[config.mk]
export PLATFORM = sky130hd
export DESIGN_NAME = mhb34id_hash_round
export DESIGN_NICKNAME = d
export VERILOG_FILES = /design/src/sv/mhb34id_pkg.sv /design/src/sv/mhb34id_hash_round.sv
export SDC_FILE = /design/constraint.sdc
export NUM_CORES = 1
export LEC_CHECK = 0
export BUFFER_PORTS_ARGS = -buffer_cell sky130_fd_sc_hd__buf_2
export CAP_MARGIN = 20
export CORE_MARGIN = 4
export CORE_UTILIZATION = 60
export DETAILED_ROUTE_END_ITERATION = 10
export PLACE_DENSITY = 0.88
export SLEW_MARGIN = 15
export SYNTH_ARGS = -nofsm -noshare
export SYNTH_HDL_FRONTEND = slang
export SYNTH_SLANG_ARGS = --single-unit
[constraint.sdc]
create_clock -name clock -period 14.38 [get_ports clock]
set_input_delay 2.876 -clock clock [delete_from_list [all_inputs] [get_ports clock]]
set_output_delay 2.876 -clock clock [all_outputs]
set_load 0.01 [all_outputs]
[src/sv/mhb34id_pkg.sv]
package mhb34id_pkg;

   localparam int MAC_W       = 48;
   localparam int HASH_W      = 64;
   localparam int POS_W       = 4;
   localparam int CHAR_W      = 7;
   localparam int DIG_W       = 6;
   localparam int RSP_DATA_W  = 16;
   localparam int NUM_BYTES   = MAC_W / 8;

   // long division by 34, one 16-bit chunk per cell, top chunk first
   localparam int CHUNK_W     = 16;
   localparam int NUM_CHUNKS  = HASH_W / CHUNK_W;
   localparam int PART_W      = DIG_W + CHUNK_W;
   localparam int RECIP_W     = 23;
   localparam int RECIP_SHIFT = 28;
   localparam int PROD_W      = PART_W + RECIP_W;

   // ceil(2^28 / 34): exact quotient for any partial dividend below 2^22
   localparam logic [RECIP_W-1:0] RECIP   = 23'd7895161;
   localparam logic [DIG_W-1:0]   RADIX_D = 6'd34;

   localparam logic [HASH_W-1:0] HASH_BASIS = 64'hcbf29ce484222325;

   typedef struct packed {
      logic              valid;
      logic [MAC_W-1:0]  mac;
      logic [HASH_W-1:0] hash;
   } hst_type;

   typedef struct packed {
      logic              valid;
      logic [POS_W-1:0]  pos;
      logic [DIG_W-1:0]  rem;
      logic [HASH_W-1:0] hash;
   } tok_type;

   // x * 0x100000001b3 mod 2^64 as shifts and adds
   function automatic logic [HASH_W-1:0] fnv_mul(input logic [HASH_W-1:0] x);
      return (x << 40) + (x << 8) + (x << 7) + (x << 5) + (x << 4) + (x << 1) + x;
   endfunction

   // digits, then letters without I and O
   function automatic logic [CHAR_W-1:0] sym_char(input logic [DIG_W-1:0] d);
      logic [CHAR_W-1:0] c;
      c = 7'h30;
      if (d < 6'd10) begin
         c = 7'h30 + CHAR_W'(d);
      end else if (d < 6'd18) begin
         c = 7'h41 + CHAR_W'(d - 6'd10);
      end else if (d < 6'd23) begin
         c = 7'h4A + CHAR_W'(d - 6'd18);
      end else if (d < 6'd34) begin
         c = 7'h50 + CHAR_W'(d - 6'd23);
      end
      return c;
   endfunction

endpackage

[src/sv/mhb34id_hash_round.sv]
module mhb34id_hash_round #(
   parameter int BYTE_IDX = 0
) (
   input  logic                  clock,
   input  logic                  reset,
   input  logic                  enable,
   input  mhb34id_pkg::hst_type  up_stage,
   output mhb34id_pkg::hst_type  dn_stage
);
   import mhb34id_pkg::*;

   localparam int BYTE_LSB = MAC_W - 8 * (BYTE_IDX + 1);

   logic [HASH_W-1:0] mixed;
   hst_type           rnd_ff, rnd_in;

   assign mixed = up_stage.hash ^ {{(HASH_W-8){1'b0}}, up_stage.mac[BYTE_LSB +: 8]};

   always_comb begin
      rnd_in       = up_stage;
      rnd_in.hash  = fnv_mul(mixed);
   end

   always_ff @(posedge clock) begin
      if (reset) begin
         rnd_ff.valid <= 1'b0;
      end else if (enable) begin
         rnd_ff <= rnd_in;
      end
   end

   assign dn_stage = rnd_ff;

endmodule

# Word-level counts from Yosys, hierarchy flattened
# Cells that the tools add are included.
# classes
n_reduce_logical	1
addsub	6
bitwise_logic	2
# ops
op	count
$add 64x64->64	6
$xor 64x8->64	1
$reduce_and 2->1	1
$not 1->1	1
# word_totals
inputBits	116
out_inout_bits	113
reg_bits	113
word_cells	12

# Longest topological paths before layout
# Gate-level depths: netlist of the first run.
# depth
depth_word	7
depth_mapped	21
depth_no_buf	21

# Worst setup path after synthesis of the first run
# Ideal clock, no wire load.
# synth_path
path_type	input to register
startpoint	in reset
endpoint	reg rnd_ff, in the netlist dn_stage[0], enable pin
arrival_time_ns	7.852
path_buffers	0
required_time_ns	13.781
path_slack_ns	5.929
stages	1
setup_time_ns	0.599
cell_sequence	nor2b_1
# synth_between
elab_chain_len	2
# synth_lines
element	line_no	rtl
start, declared	mhb34id_hash_round.sv:5	input logic reset,
$not 1->1 (no line)	n/a	
$reduce_and 2->1 (no line)	n/a	
end signal, assigned	mhb34id_hash_round.sv:28	rnd_ff <= rnd_in;
end, declared	mhb34id_hash_round.sv:15	hst_type rnd_ff, rnd_in;
# Every way passes these cells.
# A chain may end at the register's enable or synchronous reset.

==> results.py, run 1 <==
metrics = {
    "run_status": {
        "status": "complete, no violations",
    },
    "drt": {
        "viasPerCell": 5.48,
        "drt-pass1-iter-count": 5,
        "post-route-drc-count": 0,
        "wire_per_inst_um": 17.8,
        "ant_nets": 0,
        "num_vias": 10156,
        "dr.first_iter.drc_count": 792,
        "drt-total-wl_um": 32900,
    },
    "sta": {
        "fin_skew_ns": 0,
        "fmax_ghz": 0.115,
        "min_period_ns": 8.66,
        "setup_viol": 0,
        "rsz0062_at_grt": "no",
        "fin_tns_setup_ns": 0,
        "setup_ws_ns": 5.72,
        "min_period_over_period_pct": 60.2,
        "tightest_slew_ns": 1.08,
        "slew_headroom_pct": 28.0,
        "slew_violations": 0,
        "finalHoldViolations": 0,
    },
    "pwr": {
        "p_leak_nw": 8.18,
        "p_seq_share_pct": 15.2,
        "peakVddDrop_mv": 0.144,
        "switching_power_mw": 2.12,
        "switching_share_pct": 49.1,
        "combPwrFrac_pct": 74.8,
        "power_mw": 4.33,
        "p_int_mw": 2.21,
        "clockPowerShare_pct": 10.0,
        "p_per_area_nw_per_um2": 270,
    },
    "clock_tree": {
        "post-cts-setup-buffer-count": 0,
        "cts_sinks": 113,
        "cts_tree": "yes",
        "ctsResizeCount": 0,
        "cts_buffer_depth": 2,
        "cts_made_buffers": 17,
        "worst_skew_pair.late_latency_ns": 0.43,
        "path_clk_slew_ns": 0.06,
        "hold_buffers": 0,
        "cts_root_buffer": "clkbuf_16",
        "cts_max_level": 4,
    },
    "final_layout": {
        "drive_gt1_share_pct": 18.2,
        "multi_input_area_um2": 9040,
        "layout.nets": 1997,
        "layout.cells.non_filler": 1853,
        "seqCellArea_um2": 3380,
        "final_cell_area_um2": 16100,
        "nFillCells": 1594,
        "area_growth_pct": 14.8,
        "largest_reg_flops": 113,
    },
    "global_route": {
        "grt.total_usage_pct": 26.5,
        "grt_pass1_wl_um": 54300,
        "antenna_found_initial": 1,
        "gr-total-overflow": 0,
        "grt_pass1_vias": 10863,
        "grt_max_degree": 59,
    },
    "synthesis": {
        "yosysTopAreaCell": "fa_1",
        "synth_warnings": 0,
        "yosys.area.top_type_share_pct": 35.1,
        "syn-num-nets": 1762,
        "synthTopCellsByArea": "fa_1 (35%), edfxtp_1 (24%), inv_1 (11%), ha_1 (9.8%), xnor2_1 (3.3%)",
        "ys.flop_type": "edfxtp_1",
        "yosysUniqueCellTypes": 60,
        "ys_seq_area_share_pct": 24.2,
        "synthArstFlopShare_pct": 0,
        "netlist_area_um2": 14000,
        "avgSynthCellArea_um2": 10.8,
        "ys_ff_latch": 113,
        "synth_edf_count": 112,
        "synthCells": 1291,
    },
    "floorplan": {
        "start_util_pct": 61.4,
        "core-area_um2": 22800,
        "dieArea_um2": 25800,
        "chipHeight_um": 161,
        "die_w_um": 161,
        "pin_count": 229,
        "rows": 55,
    },
    "hold_path": {
        "hp-class": "register to register",
    },
    "placement": {
        "dp_hpwl_um": 27700,
        "io_buffers": 228,
        "gp_congestion": 0.932,
        "placedInstanceArea_um2": 15400,
        "dpl.cell_count": 1819,
        "pre_cts_slack_ns": 5.42,
    },
    "worst_setup_path": {
        "critical_path_required_ns": 14.55,
        "criticalPathCategory": "input port to register",
        "worstPathMaxFanout": 6,
        "crit_arrival_ns": 8.83,
        "end_kind": "register",
        "crit_end": "dn_stage[53]",
        "r2r_setup_slack_ns": 13.79,
        "crit_path_start": "up_stage[108]",
        "r2r-start": "dn_stage[112]",
        "r2r_end": "dn_stage[112]",
        "critPathLaunchType": "input port",
        "ff2ff_path_depth": 2,
    },
    "run": {
        "maxCapViolations": 0,
    },
}
==> metal layers <==
metal	track usage, %	vias up	wire length, um
met4	11.5	0	1310
met5	0	-	0
met1	34.5	5040	12600
met2	43.7	493	16300
li1	-	4535	-
met3	5.18	88	2660
==> worst min-delay path by stage <==
| stage | from | endpoint | slack [ns] | cells after the start |
|---|---|---|---|---|
| finish | dn_stage[112] | dn_stage[112] | 0.50 | 2 |
| global route | dn_stage[112] | dn_stage[112] | 0.55 | 2 |
| CTS | dn_stage[112] | dn_stage[112] | 0.51 | 2 |
| detailed placement | dn_stage[112] | dn_stage[112] | 0.49 | 2 |
| global placement | dn_stage[112] | dn_stage[112] | 0.47 | 2 |
| floorplan | dn_stage[112] | dn_stage[112] | 0.53 | 2 |
==> metrics by stage <==
step	hold WS [ns]	util [%]
final	0.502	70.5
after global routing	0.553	70.5
after CTS	0.508	70.4
after detailed placement	0.495	67.8
after global placement	0.474	67.8
after floorplan	0.528	-
==> cell usage in the layout (no fill, tap or decap), drive strengths merged, types with 2 or more instances in the layout <==
master   count
nor4         3
or3          3
nand3       10
and2         5
o41ai        4
clkinv       4
and3        10
nor2        28
bufinv       2
a41oi        3
ha         110
xnor2       53
nand2       42
a21oi       57
a2111oi      2
nand2b       3
nand4       13
a31oi       10
fa         245
o21ai       30
and4         2
nor2b        9
inv        400
or2          2
o21bai       9
clkbuf      18
nor3b        2
buf        231
a211oi       8
o21a         6
a31o         2
o211a        2
edfxtp     112
nor3         6
a21o        41
o221ai       2
o211ai       4
o31ai        2
a221oi       4
xor2        27
==> logic make-up after synthesis <==
group	Yosys count	synth area share [%]
buffers and inverters	408	11.2
AND/OR/NAND/NOR	142	5.15
XOR/XNOR	80	5.01
adder cells (fa/ha/maj)	355	44.9
multiplexers	1	0.0716
flip-flops	113	24.2
AO/OA/AOI/OAI	192	9.43
==> critical path, stage by stage <==
cell and delay, ns:
buf_2 0.12, xor2_1 0.68, inv_1 0.23, fa_1 0.55, inv_1 0.05, fa_1 0.48, fa_1 0.52, ha_1 0.32
ha_1 0.37, and3_4 0.20, a2111oi_4 0.45, o21ai_2 0.15, a211oi_4 0.36, o41ai_2 0.14, a221oi_2 0.39, o221ai_2 0.17
a41o_1 0.32, a211oi_1 0.34, a21oi_1 0.09
==> final cells by class <==
type | count | area share [%]
Clock buffer | 17 | 2.65
Timing Repair Buffer | 232 | 7.30
Tap cell | 313 | 2.44
Inverter | 392 | 9.17
Multi-Input combinational cell | 770 | 56.3
Antenna cell | 1 | 0.0156
Clock inverter | 15 | 1.05
Sequential cell | 113 | 21.1
==> power groups by stage <==
stage	Combinational [mW]	Clock [mW]	Sequential [mW]
floorplan	2.34	0	0.721
global placement	3.06	0	0.669
detailed placement	3.15	0	0.667
CTS	3.20	0.437	0.662
global route	3.59	0.453	0.671
finish	3.24	0.433	0.660
==> cell usage after synthesis (all sizes together), types with 5 or more instances <==
library cell	count
nand2	42
nand3	10
o21bai	9
ha	110
a31oi	10
nor2	28
clkbuf	9
xor2	27
edfxtp	112
buf	7
nand4	13
nor2b	9
and3	10
and2	5
inv	391
a211oi	8
o21ai	30
o21a	6
fa	245
a21oi	57
xnor2	53
nor3	6
a21o	41
Power figures use the tool's default switching activity.
==> inputs of run 2 (changes only) <==
- ABC_AREA: not set -> 1
- PLACE_DENSITY: 0.88 -> 0.87
- clock period: 14.38 -> 8.65 ns (I/O delays scaled with it)
==> results.py, run 2 <==
metrics = {
    "final_layout": {
        "largest_reg_flops": 113,
        "diodes": 0,
        "final_cell_mix": "inv_1 (673), nand2_1 (543), fa_1 (245)",
        "seqCellArea_um2": 3380,
        "layout_commonest_cell": "inv_1",
        "multi_input_area_um2": 10300,
        "layout.nets": 2743,
        "drive_gt1_share_pct": 15.0,
        "nFillCells": 2139,
        "area_growth_pct": 13.4,
    },
    "sta": {
        "setup_viol": 0,
        "finalHoldViolations": 0,
        "rsz0062_at_grt": "no",
        "fmax_ghz": 0.167,
        "slew_headroom_pct": 44.1,
        "min_period_ns": 6.00,
        "tightest_slew_ns": 0.838,
        "fin_tns_setup_ns": 0,
        "fin_skew_ns": 0,
        "min_period_over_period_pct": 69.4,
        "slew_violations": 0,
    },
    "worst_setup_path": {
        "r2r_setup_slack_ns": 8.04,
        "r2r-start": "dn_stage[112]",
        "ff2ff_path_depth": 2,
        "critical_path_required_ns": 8.84,
        "worstPathMaxFanout": 5,
        "criticalPathCategory": "input port to register",
        "r2r_end": "dn_stage[112]",
        "critPathLaunchType": "input port",
        "end_kind": "register",
        "crit_arrival_ns": 6.19,
    },
    "hold_path": {
        "holdPathEnd": "dn_stage[112]",
        "hp-class": "register to register",
        "min_from": "dn_stage[112]",
        "hold_path_depth": 2,
    },
    "run_status": {
        "status": "complete, no violations",
    },
    "synthesis": {
        "ys.flop_type": "edfxtp_1",
        "yosys.area.top_type_share_pct": 30.2,
        "avgSynthCellArea_um2": 8.03,
        "yosysTopAreaCell": "fa_1",
        "syn-num-nets": 2494,
        "synth_edf_count": 112,
        "ys_seq_area_share_pct": 20.8,
        "synthTopCellsByArea": "fa_1 (30%), edfxtp_1 (21%), inv_1 (16%), nand2_1 (13%), ha_1 (8.5%)",
        "synth_warnings": 0,
        "post-synth-top-count-cell": "inv_1",
        "synth_commonest_cells": "inv_1 (673), nand2_1 (543), fa_1 (245)",
        "synthArstFlopShare_pct": 0,
        "synthCells": 2023,
        "netlist_area_um2": 16200,
        "ys_ff_latch": 113,
        "yosysUniqueCellTypes": 25,
    },
    "drt": {
        "dr.first_iter.drc_count": 1097,
        "drt-total-wl_um": 49600,
        "ant_nets": 0,
        "num_vias": 13459,
        "drt-pass1-iter-count": 8,
        "wire_per_inst_um": 18.9,
        "post-route-drc-count": 0,
        "viasPerCell": 5.14,
    },
    "floorplan": {
        "die_w_um": 172,
        "chipHeight_um": 172,
        "core-area_um2": 26400,
        "start_util_pct": 61.6,
        "dieArea_um2": 29800,
        "rows": 59,
        "pin_count": 229,
    },
    "placement": {
        "gp_congestion": 1.04,
        "io_buffers": 228,
        "dp_hpwl_um": 43100,
    },
    "global_route": {
        "grt_pass1_wl_um": 76600,
        "antenna_found_initial": 0,
        "grt_max_degree": 69,
        "grt_pass1_vias": 14266,
        "grt.total_usage_pct": 34.5,
        "gr-total-overflow": 0,
    },
    "clock_tree": {
        "post-cts-setup-buffer-count": 0,
        "ctsResizeCount": 0,
        "cts_sinks": 113,
        "cts_tree": "yes",
        "hold_buffers": 0,
        "path_clk_slew_ns": 0.08,
        "cts_root_buffer": "clkbuf_16",
        "worst_skew_pair.late_latency_ns": 0.42,
        "cts_made_buffers": 17,
        "cts_max_level": 4,
        "cts_buffer_depth": 2,
    },
    "run": {
        "maxCapViolations": 0,
    },
}
==> run 2: cell types whose count changed after synthesis, moves of 23 or more <==
cell and delta:
o21ai_0 -23, inv_1 +282, nand2_1 +501, a21o_1 -41, nor2_1 +39, nor2_2 +26
xnor2_1 -37, nand3_1 +50
==> run 2: per-layer routing <==
metal  up-vias  global-route usage [%]  part of all wire [%]
met5         -                       0                     0
met2       584                    59.8                    49
met3       133                    5.40                   7.9
li1       6322                       -                     -
met4         0                    14.9                   4.5
met1      6420                    43.0                    39
==> run 2: area by class of cell <==
type,count,area share (%)
multi-input combinational,1226,55.9
sequential,113,18.4
inverter,684,13.9
timing repair buffer,230,6.28
clock buffer,17,2.31
tap,335,2.28
clock inverter,15,0.877
==> run 2: worst max-delay path by stage <==
stage,from,to,slack [ns],cells past startpoint
floorplan,enable,dn_stage[0],1.58,2
global placement,up_stage[107],dn_stage[53],2.31,18
detailed placement,up_stage[107],dn_stage[53],2.28,18
CTS,up_stage[107],dn_stage[53],2.71,18
global route,up_stage[108],dn_stage[53],2.36,17
finish,up_stage[107],dn_stage[53],2.65,18
==> run 2: worst max-delay path, cell delays in order <==
cell and delay, ns:
buf_2 0.11, xor2_1 0.52, inv_1 0.28, fa_1 0.56, inv_1 0.06, fa_1 0.52, fa_1 0.51, ha_1 0.34
ha_1 0.38, nand2_2 0.11, nor2_1 0.21, nand3_1 0.13, nand2_2 0.15, nand2_1 0.06, nand2_1 0.14, nand3_1 0.15
nand4_1 0.11, nand2_1 0.10
==> run 2: through the flow <==
step	setup slack (ns)	std cells	instance area [um^2]	hold slack (ns)	util (%)
2_1_floorplan	1.58	2023	16200	0.477	-
3_3_place_gp	2.31	2588	17800	0.446	67.6
3_5_place_dp	2.28	2588	17800	0.497	67.6
4_1_cts	2.71	2620	18400	0.503	69.8
5_1_grt	2.36	2620	18400	0.524	69.8
6_report	2.65	2620	18400	0.492	69.8
==> run 2: kinds of logic after synthesis <==
kind of cell / share of synthesized area [%]
AND/OR/NAND/NOR: 20.2
buffers and inverters: 15.8
adder cells (fa/ha/maj): 38.7
flip-flops: 20.8
XOR/XNOR: 2.80
AO/OA/AOI/OAI: 1.62
Power of run 2 is not shown: default switching activity piles up to over one toggle a cycle in this logic, so the estimate is an artifact.
==> inputs of run 3 (changes only) <==
- CORE_UTILIZATION: 60 -> 54
- PLACE_DENSITY: 0.87 -> 0.83
- clock period: 8.65 -> 5.1 ns (I/O delays scaled with it)
==> results.py, run 3 (same netlist as run 2, synthesis figures left out) <==
metrics = {
    "drt": {
        "wl_met1_um": 19300,
        "wire_per_inst_um": 17.5,
        "viasPerCell": 4.92,
        "dr_wl_met3_um": 3210,
        "drt-pass1-iter-count": 6,
        "top_layer": "met4",
        "wl_met2_um": 24900,
        "ant_nets": 0,
        "post-route-drc-count": 0,
        "drt-total-wl_um": 50000,
        "dr.first_iter.drc_count": 932,
        "num_vias": 14058,
    },
    "global_route": {
        "grt.total_usage_pct": 31.1,
        "antenna_found_initial": 0,
        "grt_pass1_vias": 14754,
        "gr-total-overflow": 0,
        "grt_max_degree": 65,
        "grt_pass1_wl_um": 78500,
    },
    "worst_setup_path": {
        "crit_arrival_ns": 5.11,
        "critPathLaunchType": "input port",
        "end_kind": "register",
        "critical_path_required_ns": 5.28,
        "worstPathMaxFanout": 4,
        "ff2ff_path_depth": 2,
        "criticalPathCategory": "input port to register",
    },
    "placement": {
        "io_buffers": 228,
        "placedInstanceArea_um2": 19400,
        "dp_hpwl_um": 44200,
        "dpl.cell_count": 2826,
        "gp_congestion": 1.06,
    },
    "run": {
        "maxCapViolations": 0,
    },
    "floorplan": {
        "die_w_um": 181,
        "pin_count": 229,
        "rows": 63,
        "core-area_um2": 29600,
        "dieArea_um2": 32900,
        "chipHeight_um": 181,
        "start_util_pct": 54.8,
    },
    "sta": {
        "finalHoldViolations": 0,
        "tightest_slew_ns": 0.857,
        "fin_skew_ns": 0,
        "min_period_ns": 4.93,
        "slew_headroom_pct": 42.9,
        "rsz0062_at_grt": "no",
        "slew_violations": 0,
        "setup_viol": 0,
        "fmax_ghz": 0.203,
        "min_period_over_period_pct": 96.7,
    },
    "final_layout": {
        "layout.nets": 2926,
        "layout.cells.non_filler": 2858,
        "area_growth_pct": 22.9,
        "diodes": 0,
        "final_cell_area_um2": 20000,
        "final_cell_mix": "inv_1 (672), nand2_1 (543), fa_1 (245)",
        "nFillCells": 2402,
        "drive_gt1_share_pct": 21.3,
        "layout_commonest_cell": "inv_1",
        "largest_reg_flops": 113,
    },
    "clock_tree": {
        "worst_skew_pair.late_latency_ns": 0.42,
        "post-cts-setup-buffer-count": 0,
        "cts_made_buffers": 17,
        "cts_buffer_depth": 2,
        "cts_root_buffer": "clkbuf_16",
        "cts_max_level": 4,
        "cts_sinks": 113,
        "cts_tree": "yes",
        "path_clk_slew_ns": 0.07,
    },
    "run_status": {
        "status": "complete, no violations",
    },
    "hold_path": {
        "hold_path_depth": 2,
        "hp-class": "register to register",
    },
}
==> run 3: cell count changes in the layout (fill, tap and decap cells not counted), sizes merged <==
cell      before  now
buf          230  413
bufinv         1    2
clkinv         4    5
clkinvlp       1    0
inv          693  692
==> run 3: worst max-delay path: stages <==
cell and delay (ns):
buf_2 0.08, inv_1 0.07, buf_12 0.14, fa_1 0.49, inv_1 0.05, fa_1 0.46, fa_1 0.50, inv_1 0.05
fa_1 0.47, inv_1 0.05, ha_1 0.43, nand2_1 0.15, nor2_1 0.32, nand2_1 0.15, nor3_2 0.25, nand3_1 0.18
nand4_1 0.13, nand2_1 0.10
==> run 3: final cells by class <==
type	count	area, um^2	area share (%)
Clock inverter	15	169	0.846
Tap cell	390	488	2.45
Inverter	684	2570	12.9
Clock buffer	17	425	2.13
Sequential cell	113	3380	17.0
Multi-Input combinational cell	1226	10300	51.6
Timing Repair Buffer	413	2630	13.2
==> run 3: per-layer routing <==
| metal | vias to the layer above | global-route usage, % |
|---|---|---|
| met2 | 580 | 54.8 |
| met5 | - | 0 |
| met3 | 127 | 5.41 |
| met4 | 0 | 14.4 |
| li1 | 6694 | - |
| met1 | 6657 | 37.3 |
==> run 3: worst paths after layout <==
kind | start | endpoint | slack [ns]
setup / recovery | up_stage[35] | dn_stage[47] | 0.17
hold / removal | dn_stage[112] | dn_stage[112] | 0.50
setup reg to reg | dn_stage[112] | dn_stage[112] | 4.48
hold reg to reg | dn_stage[112] | dn_stage[112] | 0.50
==> run 3: metrics by stage <==
stage | worst slack (ns) | setup TNS [ns] | util [%] | hold slack [ns]
2_1_floorplan | 0.259 | 0 | - | 0.477
3_3_place_gp | -0.243 | -1.70 | 65.3 | 0.471
3_5_place_dp | -0.255 | -3.15 | 65.3 | 0.500
4_1_cts | 0.208 | 0 | 67.3 | 0.509
5_1_grt | 0.0280 | 0 | 67.3 | 0.517
6_report | 0.169 | 0 | 67.3 | 0.496
==> run 3: repair_timing <==
action	4_1_cts	5_1_grt
hold buffers	0	0
gates resized for setup	0	1
setup endpoints to repair	0	1
hold endpoints to repair	0	0
Power of run 3 is left out for the same reason.
